**src/sv/spt_pkg.sv**
```systemverilog
package spt_pkg;
   localparam int COORD_FRAC_BITS = 4;
   localparam int COORD_INT_BITS = 11;
   localparam int COORD_W = COORD_INT_BITS + COORD_FRAC_BITS;
   localparam int OUT_WIDTH = 32;
   localparam int CSR_W = 16;
   localparam int IDX_W = 2;
   // Numerators reach about 2^(16+16+8) plus sign; 48 bits of magnitude is ample.
   localparam int NUM_W = 48;
   localparam int DEN_W = COORD_W + 9;
   localparam int CNT_W = 6;

   localparam logic [IDX_W-1:0] CSR_FOCAL = 2'd0;
   localparam logic [IDX_W-1:0] CSR_BASE = 2'd1;
   localparam logic [IDX_W-1:0] CSR_WIDTH = 2'd2;
   localparam logic [IDX_W-1:0] CSR_HEIGHT = 2'd3;

   localparam logic signed [OUT_WIDTH-1:0] OUT_MAX = {1'b0, {(OUT_WIDTH-1){1'b1}}};
   localparam logic signed [OUT_WIDTH-1:0] OUT_MIN = {1'b1, {(OUT_WIDTH-1){1'b0}}};

   typedef enum logic [2:0] {
      ST_IDLE, ST_PREP, ST_DIV, ST_STORE, ST_BOX, ST_OUT
   } state_type;

   typedef enum logic [1:0] { AX_Z, AX_X, AX_Y } axis_type;

   typedef struct packed {
      logic     load;     // latch inputs, multiply focal*baseline
      logic     start;    // start division of selected axis
      logic     step;     // one divider iteration
      logic     store;    // store quotient of selected axis
      axis_type axis;
      logic     box;      // update box and build result
      logic     clear;    // clear box after a last_pair result is taken
   } cmd_type;

   typedef struct packed {
      logic div_done;
      logic last;
   } sts_type;
endpackage

```
**src/sv/spt_if.sv**
```systemverilog
interface spt_req_if;
   import spt_pkg::*;
   logic valid;
   logic ready;
   logic [COORD_W-1:0] left_x;
   logic [COORD_W-1:0] left_y;
   logic [COORD_W-1:0] right_x;
   logic [COORD_W-1:0] right_y;
   logic last_pair;
   modport source (output valid, left_x, left_y, right_x, right_y, last_pair, input ready);
   modport sink (input valid, left_x, left_y, right_x, right_y, last_pair, output ready);
endinterface

interface spt_rsp_if;
   import spt_pkg::*;
   logic valid;
   logic ready;
   logic signed [OUT_WIDTH-1:0] point_x;
   logic signed [OUT_WIDTH-1:0] point_y;
   logic signed [OUT_WIDTH-1:0] point_z;
   logic bad_disparity;
   logic signed [OUT_WIDTH-1:0] center_x;
   logic signed [OUT_WIDTH-1:0] center_y;
   logic signed [OUT_WIDTH-1:0] center_z;
   logic [OUT_WIDTH-1:0] extent_x;
   logic [OUT_WIDTH-1:0] extent_y;
   logic [OUT_WIDTH-1:0] extent_z;
   logic summary_valid;
   modport source (output valid, point_x, point_y, point_z, bad_disparity, center_x,
      center_y, center_z, extent_x, extent_y, extent_z, summary_valid, input ready);
   modport sink (input valid, point_x, point_y, point_z, bad_disparity, center_x,
      center_y, center_z, extent_x, extent_y, extent_z, summary_valid, output ready);
endinterface

```
**src/sv/stereo_point_triangulator.sv**
```systemverilog
// Rectified stereo triangulation. Each transaction on req carries a matched
// left/right pixel pair in unsigned Q11.4; the rsp transaction returns the
// 3D point in signed Q27.4 (z negative in front of the rig), saturated, plus
// the running bounding box center and size. A zero disparity sets
// bad_disparity, saturates the point by the sign of each numerator and keeps
// it out of the box. The box is cleared once the result of a pair marked
// last_pair has been taken. One transaction is processed at a time; each
// goes from acceptance to rsp_valid through one setup step, then three
// divisions, each producing a 49-bit quotient bit by bit and followed by a
// finishing step and a store step, on one shared radix-2 restoring
// divider, then a box update. The next req transaction can be accepted in
// the cycle after the rsp transaction is taken. The csr port may be written
// only while idle.
module stereo_point_triangulator
   import spt_pkg::*;
(
   input  logic              clock,
   input  logic              reset,
   spt_req_if.sink           req,
   spt_rsp_if.source         rsp,
   input  logic              csr_write,
   input  logic [IDX_W-1:0]  csr_index,
   input  logic [CSR_W-1:0]  csr_data
);
   logic [CSR_W-1:0] focal_ff, base_ff;
   logic [11:0]      width_ff, height_ff;
   cmd_type cmd;
   sts_type sts;

   // Configuration registers.
   always_ff @(posedge clock) begin
      if (reset) begin
         focal_ff <= 16'd11968;
         base_ff <= 16'd2560;
         width_ff <= 12'd600;
         height_ff <= 12'd450;
      end else if (csr_write) begin
         unique case (csr_index)
            CSR_FOCAL: focal_ff <= csr_data;
            CSR_BASE: base_ff <= csr_data;
            CSR_WIDTH: width_ff <= csr_data[11:0];
            default: height_ff <= csr_data[11:0];
         endcase
      end
   end

   spt_ctrl u_ctrl (
      .clock(clock), .reset(reset),
      .req_valid(req.valid), .req_ready(req.ready),
      .rsp_valid(rsp.valid), .rsp_ready(rsp.ready),
      .sts(sts), .cmd(cmd)
   );

   spt_dp u_dp (
      .clock(clock), .cmd(cmd), .sts(sts), .reset(reset),
      .focal(focal_ff), .base(base_ff), .img_w(width_ff), .img_h(height_ff),
      .left_x(req.left_x), .left_y(req.left_y), .right_x(req.right_x),
      .right_y(req.right_y), .last_pair(req.last_pair),
      .point_x(rsp.point_x), .point_y(rsp.point_y), .point_z(rsp.point_z),
      .bad_disparity(rsp.bad_disparity),
      .center_x(rsp.center_x), .center_y(rsp.center_y), .center_z(rsp.center_z),
      .extent_x(rsp.extent_x), .extent_y(rsp.extent_y), .extent_z(rsp.extent_z),
      .summary_valid(rsp.summary_valid)
   );
endmodule

```
**src/sv/spt_ctrl.sv**
```systemverilog
module spt_ctrl
   import spt_pkg::*;
(
   input  logic    clock,
   input  logic    reset,
   input  logic    req_valid,
   output logic    req_ready,
   output logic    rsp_valid,
   input  logic    rsp_ready,
   input  sts_type sts,
   output cmd_type cmd
);
   state_type state_ff, state_in;
   axis_type  axis_ff, axis_in;

   always_ff @(posedge clock) begin
      if (reset) begin
         state_ff <= ST_IDLE;
         axis_ff <= AX_Z;
      end else begin
         state_ff <= state_in;
         axis_ff <= axis_in;
      end
   end

   always_comb begin
      state_in = state_ff;
      axis_in = axis_ff;
      unique case (state_ff)
         ST_IDLE: if (req_valid) state_in = ST_PREP;
         ST_PREP: begin
            state_in = ST_DIV;
            axis_in = AX_Z;
         end
         ST_DIV: if (sts.div_done) state_in = ST_STORE;
         ST_STORE: begin
            unique case (axis_ff)
               AX_Z: begin axis_in = AX_X; state_in = ST_DIV; end
               AX_X: begin axis_in = AX_Y; state_in = ST_DIV; end
               default: state_in = ST_BOX;
            endcase
         end
         ST_BOX: state_in = ST_OUT;
         ST_OUT: if (rsp_ready) state_in = ST_IDLE;
         default: state_in = ST_IDLE;
      endcase
   end

   always_comb begin
      cmd = '0;
      cmd.axis = axis_ff;
      req_ready = 1'b0;
      rsp_valid = 1'b0;
      unique case (state_ff)
         ST_IDLE: begin
            req_ready = 1'b1;
            cmd.load = req_valid;
         end
         ST_PREP: begin
            cmd.start = 1'b1;
            cmd.axis = AX_Z;
         end
         ST_DIV: cmd.step = 1'b1;
         ST_STORE: begin
            cmd.store = 1'b1;
            cmd.start = (axis_ff != AX_Y);
            cmd.axis = axis_ff;
         end
         ST_BOX: cmd.box = 1'b1;
         ST_OUT: begin
            rsp_valid = 1'b1;
            cmd.clear = rsp_ready && sts.last;
         end
         default: ;
      endcase
   end
endmodule

```
**src/sv/spt_dp.sv**
```systemverilog
module spt_dp
   import spt_pkg::*;
(
   input  logic                 clock,
   input  cmd_type              cmd,
   output sts_type              sts,
   input  logic                 reset,
   input  logic [CSR_W-1:0]     focal,
   input  logic [CSR_W-1:0]     base,
   input  logic [11:0]          img_w,
   input  logic [11:0]          img_h,
   input  logic [COORD_W-1:0]   left_x,
   input  logic [COORD_W-1:0]   left_y,
   input  logic [COORD_W-1:0]   right_x,
   input  logic [COORD_W-1:0]   right_y,
   input  logic                 last_pair,
   output logic signed [OUT_WIDTH-1:0] point_x,
   output logic signed [OUT_WIDTH-1:0] point_y,
   output logic signed [OUT_WIDTH-1:0] point_z,
   output logic                 bad_disparity,
   output logic signed [OUT_WIDTH-1:0] center_x,
   output logic signed [OUT_WIDTH-1:0] center_y,
   output logic signed [OUT_WIDTH-1:0] center_z,
   output logic [OUT_WIDTH-1:0] extent_x,
   output logic [OUT_WIDTH-1:0] extent_y,
   output logic [OUT_WIDTH-1:0] extent_z,
   output logic                 summary_valid
);
   localparam int QW = NUM_W + 1;
   localparam int RW = DEN_W + 2;

   logic [NUM_W-1:0] mx_ff, my_ff, mx_in, my_in;
   logic             sx_ff, sy_ff, sx_in, sy_in;
   logic [COORD_W-1:0] ad_ff;
   logic             dneg_ff, last_ff, bad_ff;
   logic [CSR_W-1:0] base_ff;
   logic [2*CSR_W-1:0] fb_ff;
   logic signed [COORD_W+1:0] tx_ff, ty_ff;

   // divider: (2n + D) / (2D), restoring, one quotient bit per cycle
   logic [QW-1:0]   dq_ff;
   logic [RW-1:0]   dr_ff;
   logic [DEN_W:0]  dd_ff;
   logic [CNT_W-1:0] dc_ff;
   logic            dsg_ff;
   logic [RW-1:0]   dr_sh, dr_sub;

   logic signed [OUT_WIDTH-1:0] px_ff, py_ff, pz_ff, px_in, py_in, pz_in;
   logic signed [OUT_WIDTH-1:0] bminx_ff, bmaxx_ff, bminy_ff, bmaxy_ff, bminz_ff, bmaxz_ff;
   logic signed [OUT_WIDTH-1:0] cx_ff, cy_ff, cz_ff;
   logic [OUT_WIDTH-1:0] ex_ff, ey_ff, ez_ff;

   logic signed [COORD_W:0] d_full;
   logic signed [COORD_W+1:0] tx_c, ty_c;
   logic [NUM_W-1:0] sel_m;
   logic sel_s;
   logic [DEN_W:0] sel_d2;
   logic [QW-1:0] qsat;
   logic signed [OUT_WIDTH-1:0] qres;

   always_comb begin
      d_full = $signed({1'b0, left_x}) - $signed({1'b0, right_x});
      tx_c = $signed({1'b0, left_x, 1'b0}) - $signed({1'b0, img_w, {COORD_FRAC_BITS{1'b0}}});
      ty_c = $signed({1'b0, img_h, {COORD_FRAC_BITS{1'b0}}})
           - $signed({2'b0, left_y} + {2'b0, right_y});
   end

   // load stage: latch terms, multiply focal*baseline
   always_ff @(posedge clock) begin
      if (cmd.load) begin
         ad_ff <= d_full[COORD_W] ? COORD_W'(-d_full) : d_full[COORD_W-1:0];
         dneg_ff <= d_full[COORD_W];
         bad_ff <= (d_full == '0);
         last_ff <= last_pair;
         base_ff <= base;
         fb_ff <= focal * base;
         tx_ff <= tx_c;
         ty_ff <= ty_c;
      end
   end

   // numerator magnitudes/signs, formed on start of the z division
   logic [COORD_W+1:0] atx, aty;
   logic [COORD_W+CSR_W+1:0] prod_x, prod_y;
   always_comb begin
      atx = tx_ff[COORD_W+1] ? (COORD_W+2)'(-tx_ff) : tx_ff;
      aty = ty_ff[COORD_W+1] ? (COORD_W+2)'(-ty_ff) : ty_ff;
      prod_x = atx * base_ff;
      prod_y = aty * base_ff;
      mx_in = mx_ff; my_in = my_ff;
      sx_in = sx_ff; sy_in = sy_ff;
      if (cmd.start && cmd.axis == AX_Z && !cmd.store) begin
         mx_in = NUM_W'({prod_x, 4'b0});
         sx_in = tx_ff[COORD_W+1];
         my_in = NUM_W'({prod_y, 4'b0});
         sy_in = ty_ff[COORD_W+1];
      end
   end
   always_ff @(posedge clock) begin
      mx_ff <= mx_in; my_ff <= my_in;
      sx_ff <= sx_in; sy_ff <= sy_in;
   end

   axis_type next_axis;
   always_comb begin
      next_axis = cmd.axis;
      if (cmd.store) begin
         unique case (cmd.axis)
            AX_Z: next_axis = AX_X;
            default: next_axis = AX_Y;
         endcase
      end
      unique case (next_axis)
         AX_Z: begin sel_m = NUM_W'({fb_ff, 8'b0}); sel_s = (fb_ff != '0); end
         AX_X: begin sel_m = mx_ff; sel_s = sx_ff; end
         default: begin sel_m = my_ff; sel_s = sy_ff; end
      endcase
      if (next_axis == AX_Z) sel_d2 = (DEN_W+1)'({ad_ff, 9'b0});
      else sel_d2 = (DEN_W+1)'({ad_ff, 6'b0});
      dr_sh = {dr_ff[RW-2:0], dq_ff[QW-1]};
      dr_sub = dr_sh - RW'(dd_ff);
   end

   always_ff @(posedge clock) begin
      if (reset) begin
         dc_ff <= '0;
      end else if (cmd.start) begin
         // numerator 2n + D (D = den), divisor 2D
         dq_ff <= QW'({sel_m, 1'b0}) + QW'(sel_d2 >> 1);
         dr_ff <= '0;
         dd_ff <= sel_d2;
         dsg_ff <= sel_s ^ dneg_ff;
         dc_ff <= CNT_W'(QW);
      end else if (cmd.step && dc_ff != '0) begin
         if (!dr_sub[RW-1]) begin
            dr_ff <= dr_sub;
            dq_ff <= {dq_ff[QW-2:0], 1'b1};
         end else begin
            dr_ff <= dr_sh;
            dq_ff <= {dq_ff[QW-2:0], 1'b0};
         end
         dc_ff <= dc_ff - 1'b1;
      end
   end
   assign sts.div_done = cmd.step && (dc_ff == '0);
   assign sts.last = last_ff;

   always_comb begin
      qsat = (dq_ff > QW'(OUT_MAX)) ? QW'(OUT_MAX) + QW'(dsg_ff) : dq_ff;
      qres = dsg_ff ? OUT_WIDTH'(-qsat) : OUT_WIDTH'(qsat);
   end

   function automatic logic signed [OUT_WIDTH-1:0] sgn_sat(input logic nz, input logic s);
      if (!nz) return '0;
      return s ? OUT_MIN : OUT_MAX;
   endfunction

   always_comb begin
      px_in = px_ff; py_in = py_ff; pz_in = pz_ff;
      if (cmd.store) begin
         unique case (cmd.axis)
            AX_Z: pz_in = bad_ff ? sgn_sat(fb_ff != '0, 1'b1) : qres;
            AX_X: px_in = bad_ff ? sgn_sat(mx_ff != '0, sx_ff) : qres;
            default: py_in = bad_ff ? sgn_sat(my_ff != '0, sy_ff) : qres;
         endcase
      end
   end
   always_ff @(posedge clock) begin
      px_ff <= px_in; py_ff <= py_in; pz_ff <= pz_in;
   end

   logic signed [OUT_WIDTH-1:0] nminx, nmaxx, nminy, nmaxy, nminz, nmaxz;
   always_comb begin
      nminx = bminx_ff; nmaxx = bmaxx_ff; nminy = bminy_ff;
      nmaxy = bmaxy_ff; nminz = bminz_ff; nmaxz = bmaxz_ff;
      if (!bad_ff) begin
         if (px_ff < nminx) nminx = px_ff;
         if (px_ff > nmaxx) nmaxx = px_ff;
         if (py_ff < nminy) nminy = py_ff;
         if (py_ff > nmaxy) nmaxy = py_ff;
         if (pz_ff < nminz) nminz = pz_ff;
         if (pz_ff > nmaxz) nmaxz = pz_ff;
      end
   end

   function automatic logic signed [OUT_WIDTH-1:0] ctr(input logic signed [OUT_WIDTH-1:0] lo,
                                                       input logic signed [OUT_WIDTH-1:0] hi);
      logic signed [OUT_WIDTH:0] s;
      s = '0;
      if (lo > hi) return '0;
      s = (OUT_WIDTH+1)'(lo) + (OUT_WIDTH+1)'(hi);
      return s[OUT_WIDTH:1];
   endfunction
   function automatic logic [OUT_WIDTH-1:0] ext(input logic signed [OUT_WIDTH-1:0] lo,
                                               input logic signed [OUT_WIDTH-1:0] hi);
      if (lo > hi) return '0;
      return OUT_WIDTH'(hi - lo);
   endfunction

   always_ff @(posedge clock) begin
      if (reset || cmd.clear) begin
         bminx_ff <= OUT_MAX; bmaxx_ff <= OUT_MIN;
         bminy_ff <= OUT_MAX; bmaxy_ff <= OUT_MIN;
         bminz_ff <= OUT_MAX; bmaxz_ff <= OUT_MIN;
      end else if (cmd.box) begin
         bminx_ff <= nminx; bmaxx_ff <= nmaxx;
         bminy_ff <= nminy; bmaxy_ff <= nmaxy;
         bminz_ff <= nminz; bmaxz_ff <= nmaxz;
      end
      if (cmd.box) begin
         cx_ff <= ctr(nminx, nmaxx); ex_ff <= ext(nminx, nmaxx);
         cy_ff <= ctr(nminy, nmaxy); ey_ff <= ext(nminy, nmaxy);
         cz_ff <= ctr(nminz, nmaxz); ez_ff <= ext(nminz, nmaxz);
      end
   end

   assign point_x = px_ff;
   assign point_y = py_ff;
   assign point_z = pz_ff;
   assign bad_disparity = bad_ff;
   assign center_x = cx_ff;
   assign center_y = cy_ff;
   assign center_z = cz_ff;
   assign extent_x = ex_ff;
   assign extent_y = ey_ff;
   assign extent_z = ez_ff;
   assign summary_valid = last_ff;
endmodule

```
**src/flat_wrapper.sv**
```systemverilog
// flat-port wrapper written by rule: the top's interface ports become plain ports
module stereo_point_triangulator_flat import spt_pkg::*;
  (clock, reset, csr_write, csr_index, csr_data, req_valid, req_left_x, req_left_y, req_right_x, req_right_y, req_last_pair, req_ready, rsp_valid, rsp_point_x, rsp_point_y, rsp_point_z, rsp_bad_disparity, rsp_center_x, rsp_center_y, rsp_center_z, rsp_extent_x, rsp_extent_y, rsp_extent_z, rsp_summary_valid, rsp_ready);
  spt_req_if req_i ();
  spt_rsp_if rsp_i ();
  input  logic clock;
  input  logic reset;
  input  logic csr_write;
  input  logic [IDX_W-1:0] csr_index;
  input  logic [CSR_W-1:0] csr_data;
  input wire logic [$bits(req_i.valid)-1:0] req_valid;
  input wire logic [$bits(req_i.left_x)-1:0] req_left_x;
  input wire logic [$bits(req_i.left_y)-1:0] req_left_y;
  input wire logic [$bits(req_i.right_x)-1:0] req_right_x;
  input wire logic [$bits(req_i.right_y)-1:0] req_right_y;
  input wire logic [$bits(req_i.last_pair)-1:0] req_last_pair;
  output wire logic [$bits(req_i.ready)-1:0] req_ready;
  output wire logic [$bits(rsp_i.valid)-1:0] rsp_valid;
  output wire logic [$bits(rsp_i.point_x)-1:0] rsp_point_x;
  output wire logic [$bits(rsp_i.point_y)-1:0] rsp_point_y;
  output wire logic [$bits(rsp_i.point_z)-1:0] rsp_point_z;
  output wire logic [$bits(rsp_i.bad_disparity)-1:0] rsp_bad_disparity;
  output wire logic [$bits(rsp_i.center_x)-1:0] rsp_center_x;
  output wire logic [$bits(rsp_i.center_y)-1:0] rsp_center_y;
  output wire logic [$bits(rsp_i.center_z)-1:0] rsp_center_z;
  output wire logic [$bits(rsp_i.extent_x)-1:0] rsp_extent_x;
  output wire logic [$bits(rsp_i.extent_y)-1:0] rsp_extent_y;
  output wire logic [$bits(rsp_i.extent_z)-1:0] rsp_extent_z;
  output wire logic [$bits(rsp_i.summary_valid)-1:0] rsp_summary_valid;
  input wire logic [$bits(rsp_i.ready)-1:0] rsp_ready;
  assign req_i.valid = req_valid;
  assign req_i.left_x = req_left_x;
  assign req_i.left_y = req_left_y;
  assign req_i.right_x = req_right_x;
  assign req_i.right_y = req_right_y;
  assign req_i.last_pair = req_last_pair;
  assign req_ready = req_i.ready;
  assign rsp_valid = rsp_i.valid;
  assign rsp_point_x = rsp_i.point_x;
  assign rsp_point_y = rsp_i.point_y;
  assign rsp_point_z = rsp_i.point_z;
  assign rsp_bad_disparity = rsp_i.bad_disparity;
  assign rsp_center_x = rsp_i.center_x;
  assign rsp_center_y = rsp_i.center_y;
  assign rsp_center_z = rsp_i.center_z;
  assign rsp_extent_x = rsp_i.extent_x;
  assign rsp_extent_y = rsp_i.extent_y;
  assign rsp_extent_z = rsp_i.extent_z;
  assign rsp_summary_valid = rsp_i.summary_valid;
  assign rsp_i.ready = rsp_ready;
  stereo_point_triangulator u_core (.clock(clock), .reset(reset), .req(req_i), .rsp(rsp_i), .csr_write(csr_write), .csr_index(csr_index), .csr_data(csr_data));
endmodule
```
**config.mk**
```make
export PLATFORM = sky130hd
export DESIGN_NAME = stereo_point_triangulator_flat
export DESIGN_NICKNAME = d
export VERILOG_FILES = /design/src/sv/spt_pkg.sv /design/src/sv/spt_if.sv /design/src/sv/stereo_point_triangulator.sv /design/src/sv/spt_ctrl.sv /design/src/sv/spt_dp.sv /design/src/flat_wrapper.sv
export SDC_FILE = /design/constraint.sdc
export NUM_CORES = 2
export LEC_CHECK = 0
export BUFFER_PORTS_ARGS = -buffer_cell sky130_fd_sc_hd__buf_2
export CORE_MARGIN = 2
export CORE_UTILIZATION = 65
export CTS_BUF_LIST = sky130_fd_sc_hd__clkbuf_4
export DETAILED_ROUTE_END_ITERATION = 8
export PLACE_DENSITY_LB_ADDON = 0.3
export SLEW_MARGIN = 15
export SYNTH_ARGS = -nofsm -noshare
export SYNTH_HDL_FRONTEND = slang
export SYNTH_HIERARCHICAL = 1
export SYNTH_SLANG_ARGS = --single-unit
```
**constraint.sdc**
```tcl
create_clock -name clock -period 19.1 [get_ports clock]
set_input_delay 1.91 -clock clock [delete_from_list [all_inputs] [get_ports clock]]
set_output_delay 1.91 -clock clock [all_outputs]
set_load 0.05 [all_outputs]
```
After elaboration in Yosys (flattened, before gate mapping) --
Index checks and enable logic that the tools add are counted.
Word-level totals: bits in registers 815
Operators by class: add/subtract/negate cells 18, multipliers 3, magnitude comparators 10, equality and inequality tests 15, multiplexer cells 80, bitwise logic cells 4, reductions and logical operators 35
Operators by type and width (count):
- $mux 32 | 34
- $gt 32x32->1 | 6
- $add 32x32->33 | 3
- $mux 49 | 2
- $lt 32x32->1 | 3
- $reduce_bool 48->1 | 2
- $sub 32x32->32 | 3
- $pmux 40 s2 | 1
- $mul 17x16->33 | 2
- $mux 25 | 2
- $add 49x24->49 | 1
- $gt 49x31->1 const B | 1
- $mux 17 | 2
- $neg 17->17 | 2
- $sub 16x16->17 | 2
- $add 31x1->32 const A | 1
- $mul 16x16->32 | 1
- $neg 32->32 | 1
- $reduce_bool 32->1 | 1
- $sub 26x25->26 | 1
- $mux 24 | 1
- $mux 1 | 23
- $reduce_and 2->1 | 10
- $pmux 3 s6 | 1
- other kinds (32) | 59

Longest topological paths before layout --
word-level depth 9, mapped depth 32, depth with buffers taken out 30

Modules after synthesis --
The synthesis kept the hierarchy.
Modules (own cells, without submodules):
- spt_dp | times used 1, cells an instance 8464, area each 77184.0 sq um, sequential area each 20389.6 sq um
- stereo_point_triangulator | times used 1, cells an instance 218, area each 2283.4 sq um, sequential area each 1121.1 sq um
- spt_ctrl | times used 1, cells an instance 34, area each 297.8 sq um, sequential area each 100.1 sq um

Worst setup path after synthesis --
Ideal clock, no wire load.
kind register to register, from reg u_core.u_dp.ty_ff[0], to reg u_core.u_dp.my_ff[36] (data pin), arrival 7.712 ns, required time 18.841 ns, slack 11.129 ns, stages on the path, launching flop included 30, path buffers 2, cell sequence edfxtp_1 > clkbuf_1 > inv_1 > ha_1 > nand2_1 > or3_1 > or4_1 > o31ai_1 > xnor2_1 > clkbuf_1 > nand2_1 > fa_1 > fa_1 > inv_1 > fa_1 > fa_1 > fa_1 > inv_1 > fa_1 > inv_1 > ha_1 > nand3_1 > nor3_1 > a2111o_1 > a41o_1 > o21ai_1 > nor2_1 > a2111oi_4 > a21oi_1 > xnor2_1
On the way: word-level cells in the longest chain between the ends 3
Ends and longest elaborated chain:
- start, declared | RTL line spt_dp.sv:38 | logic signed [COORD_W+1:0] tx_ff, ty_ff;
- start signal, assigned | RTL line spt_dp.sv:78 | ty_ff <= ty_c;
- $neg 17->17 | RTL line spt_dp.sv:87 | aty = ty_ff[COORD_W+1] ? (COORD_W+2)'(-ty_ff) : ty_ff;
- $mux 17 * | RTL line spt_dp.sv:87
- $mul 17x16->33 * | RTL line spt_dp.sv:89 | prod_y = aty * base_ff;
- via u_core.u_dp.prod_y[32] | RTL line spt_dp.sv:84 | logic [COORD_W+CSR_W+1:0] prod_x, prod_y;
- end signal, assigned | RTL line spt_dp.sv:100 | mx_ff <= mx_in; my_ff <= my_in;
- end, declared | RTL line spt_dp.sv:32 | logic [NUM_W-1:0] mx_ff, my_ff, mx_in, my_in;
Mark *: on every way through the listed nets, which the timed path passes. The rest lies on a longest branch. A chain may end at the register's enable or synchronous reset.

Worst setup path after layout --
Ends and elaborated chain as after synthesis.

==> results.txt <==
Status = completed
Crit-path max FO = 19
Worst setup EP type = flip-flop
Post-DP HPWL = 159000 µm
Fin Clk Skew = 0.0787 ns
Synth cell types = 110
Clk buf depth = 3
Vias in the first global route = 64000
DR vias = 64000
Core area = 0.122 mm²
Slowest CP cell = edfxtp_1
Max Slew Vio Count = 0
Iter 0 DRT Violations = 5408
Most common cell after layout, fill and taps aside = inv_1
RSZ-0062 raised after global routing = false
Peak Freq = 118 MHz
Crit Path Class = reg -> reg
RR Endpoint = u_core/u_dp/my_ff[36]
Layout cells sized above 1 = 0.105
Post-Syn Instances = 8716
# setup viols final = 0
Post-route cell area = 0.0858 mm²
RePlAce Congestion = 0.956
# resized after CTS = 0
Reg with most FFs = u_core/u_dp/dq_ff
Fin crit share = 0.445
Startpoint types = flip-flop
Final Util = 0.705
Sequential element share of the synthesized area = 0.271
Grt ovf = 0
Max_cap viols = 0
Slew HR = 0.171
Chip height = 354 µm
Worst setup path start = u_core/u_dp/ty_ff[0]
First-pass GRT wire length = 333000 µm
PortBufs = 375
HP Class = reg -> reg
Routed WL per cell = 19.5 µm
Clk sinks = 806
Vias/cell = 5.93
Post-synthesis net count = 10200
Max FFs per register = 49
CTS tree = yes
Hold WS = 0.459 ns
CTS Root Cell = clkbuf_4
Worst Reg-to-Reg Cells = 26
Worst Hold Depth = 2
Delay of the slowest critical-path stage = 0.72 ns
Tot GR Track Use = 0.331
Fin nets = 10500
Lkg Pwr = 39.1 nW
Async S/R FF share, synth = 0
Worst EP required = 20.04 ns
Yosys reg bits = 806
Reg2reg setup slack = 10.60 ns
# rows = 128
Post-Route WL = 210000 µm
H-tree Lvls = 4
Mapped cell area = 0.0798 mm²
Post-route setup TNS = 0 ns
Post-CTS Setup Repair Bufs = 0
Hold_buf cts = 0
Primary FF master, synth = edfxtp_1
Largest regs = u_core/u_dp/dq_ff x49, u_core/u_dp/my_ff x33
Actual slew at the worst max-slew pin = 1.23 ns
Post-synthesis average cell area = 9.15 µm²
Clk slew on worst S/H paths = 0.06 ns
VDD IR max = 0.643 mV
First-pass detailed-route iteration total = 6
Dpl cell area = 0.0830 mm²
CP endpoint = u_core/u_dp/my_ff[36]
Initial antenna violation count = 5
Pin count of the biggest net entering global routing = 105
Post-route ant nets = 0
Hold Violations, Final = 0
DRC viols = 0
Starting Density = 0.655
Worst r2r src = u_core/u_dp/ty_ff[0]
Fillers = 9402
Worst-skew pair later-pin latency = 1.26 ns
Most frequent cells in the layout = inv_1 (1141), nand2_1 (967), ha_1 (781)
Yosys warns = 6
Post-synth EDFFs = 547
DIE AREA = 0.126 mm²
TritonCTS Buffers = 207
Top Ports = 376
Die width = 354 µm
Cell mode on critical path = fa_1
PwrDens = 166 mW/mm²
Area Overhead vs Synth = 7.51%
Worst Path Arrival = 9.44 ns
Min Clock Period, post-route = 8.50 ns
[metal layers]
metal	vias up	part of all wire	track usage
met5	-	0	0
met4	0	0.055	0.179
met3	609	0.072	0.0542
met2	2769	0.48	0.547
met1	30700	0.40	0.416
li1	30000	-	-
[worst max-delay path: cells and delay by family, from the launching register on]
| kind | cells | cell delay (ns) |
|---|---|---|
| xor gates and xnor gates | 2 | 0.31 |
| adders and majority gates | 7 | 3.35 |
| DFF | 1 | 0.72 |
| AOI/OAI and AO/OA | 6 | 1.60 |
| buffers and inverters | 4 | 0.40 |
| and+or+nand+nor | 7 | 1.87 |
[where the power goes]
| group | internal, mW | leakage, nW | switching [mW] | total [mW] |
|---|---|---|---|---|
| clock | 0.765 | 1.61 | 0.777 | 1.54 |
| sequential | 2.52 | 7.13 | 0.174 | 2.70 |
| combinational | 4.30 | 30.4 | 5.70 | 10.0 |
| total | 7.59 | 39.1 | 6.65 | 14.2 |
[how the worst min path moves through the flow]
stage,endpoint,start,slack [ns]
finish,u_core/u_dp/bmaxy_ff[8],u_core/u_dp/bmaxy_ff[8],0.46
global route,u_core/u_dp/bmaxz_ff[26],u_core/u_dp/bmaxz_ff[26],0.48
CTS,u_core/u_dp/bmaxy_ff[17],u_core/u_dp/bmaxy_ff[17],0.46
detailed placement,u_core/u_dp/bmaxy_ff[16],u_core/u_dp/bmaxy_ff[16],0.45
global placement,u_core/u_dp/bmaxy_ff[15],u_core/u_dp/bmaxy_ff[15],0.44
floorplan,u_core/u_dp/bmaxy_ff[10],u_core/u_dp/bmaxy_ff[10],0.43
[cell families after synthesis]
logic type,Yosys count,synth area share
buf+inv,1545,0.0746
mux,413,0.0539
fa+ha+maj,1399,0.278
compound gates,1483,0.123
simple gates,2720,0.161
flops,806,0.271
xor+xnor,350,0.0384
[stage by stage]
step	worst slack, ns	total power [mW]	cells
4_1_cts	10.58	14.2	10800
3_3_place_gp	10.81	12.3	10400
5_1_grt	10.18	15.7	10800
3_5_place_dp	10.61	12.6	10400
2_1_floorplan	11.13	10.3	8716
6_report	10.60	14.2	10800
[final cells by class]
| type | count | area (µm²) | share of cell area |
|---|---|---|---|
| antenna | 10 | 25.0 | 0.000292 |
| clock buffer | 294 | 2210 | 0.0257 |
| clock inverter | 85 | 542 | 0.00632 |
| inverter | 1145 | 4300 | 0.0501 |
| multi-input combinational | 6365 | 52500 | 0.612 |
| sequential | 806 | 21600 | 0.252 |
| tap | 1625 | 2030 | 0.0237 |
| timing repair buffer | 466 | 2570 | 0.0299 |
[cells in the mapped netlist (all sizes together) (12+ instances only)]
master,number,area share
clkbuf,314,0.015
o31ai,36,0.0036
o22ai,47,0.0037
xnor2,262,0.029
ha,781,0.12
or3,47,0.0037
mux2,130,0.018
a211oi,40,0.0039
nor4,55,0.0045
o21ai,317,0.020
and2,374,0.029
edfxtp,547,0.21
fa,618,0.16
inv,1143,0.054
nand4,45,0.0035
a21oi,398,0.025
o221a,32,0.0045
nand2b,142,0.011
a22o,35,0.0038
nor3,129,0.0082
nand2,967,0.046
a31oi,38,0.0031
a211o,13,0.0014
o41ai,14,0.0017
a2111oi,21,0.0035
o21a,58,0.0055
nand3,92,0.0058
or2,26,0.0020
nor2,658,0.031
o21bai,52,0.0049
dfxtp,259,0.065
nor2b,89,0.0070
a21o,167,0.016
mux2i,283,0.036
and3,25,0.0020
or4,28,0.0026
buf,86,0.0060
xor2,88,0.0097
o211ai,75,0.0071
o311ai,12,0.0013
a21boi,16,0.0015
Note: power is estimated with default switching activity, not from simulation.
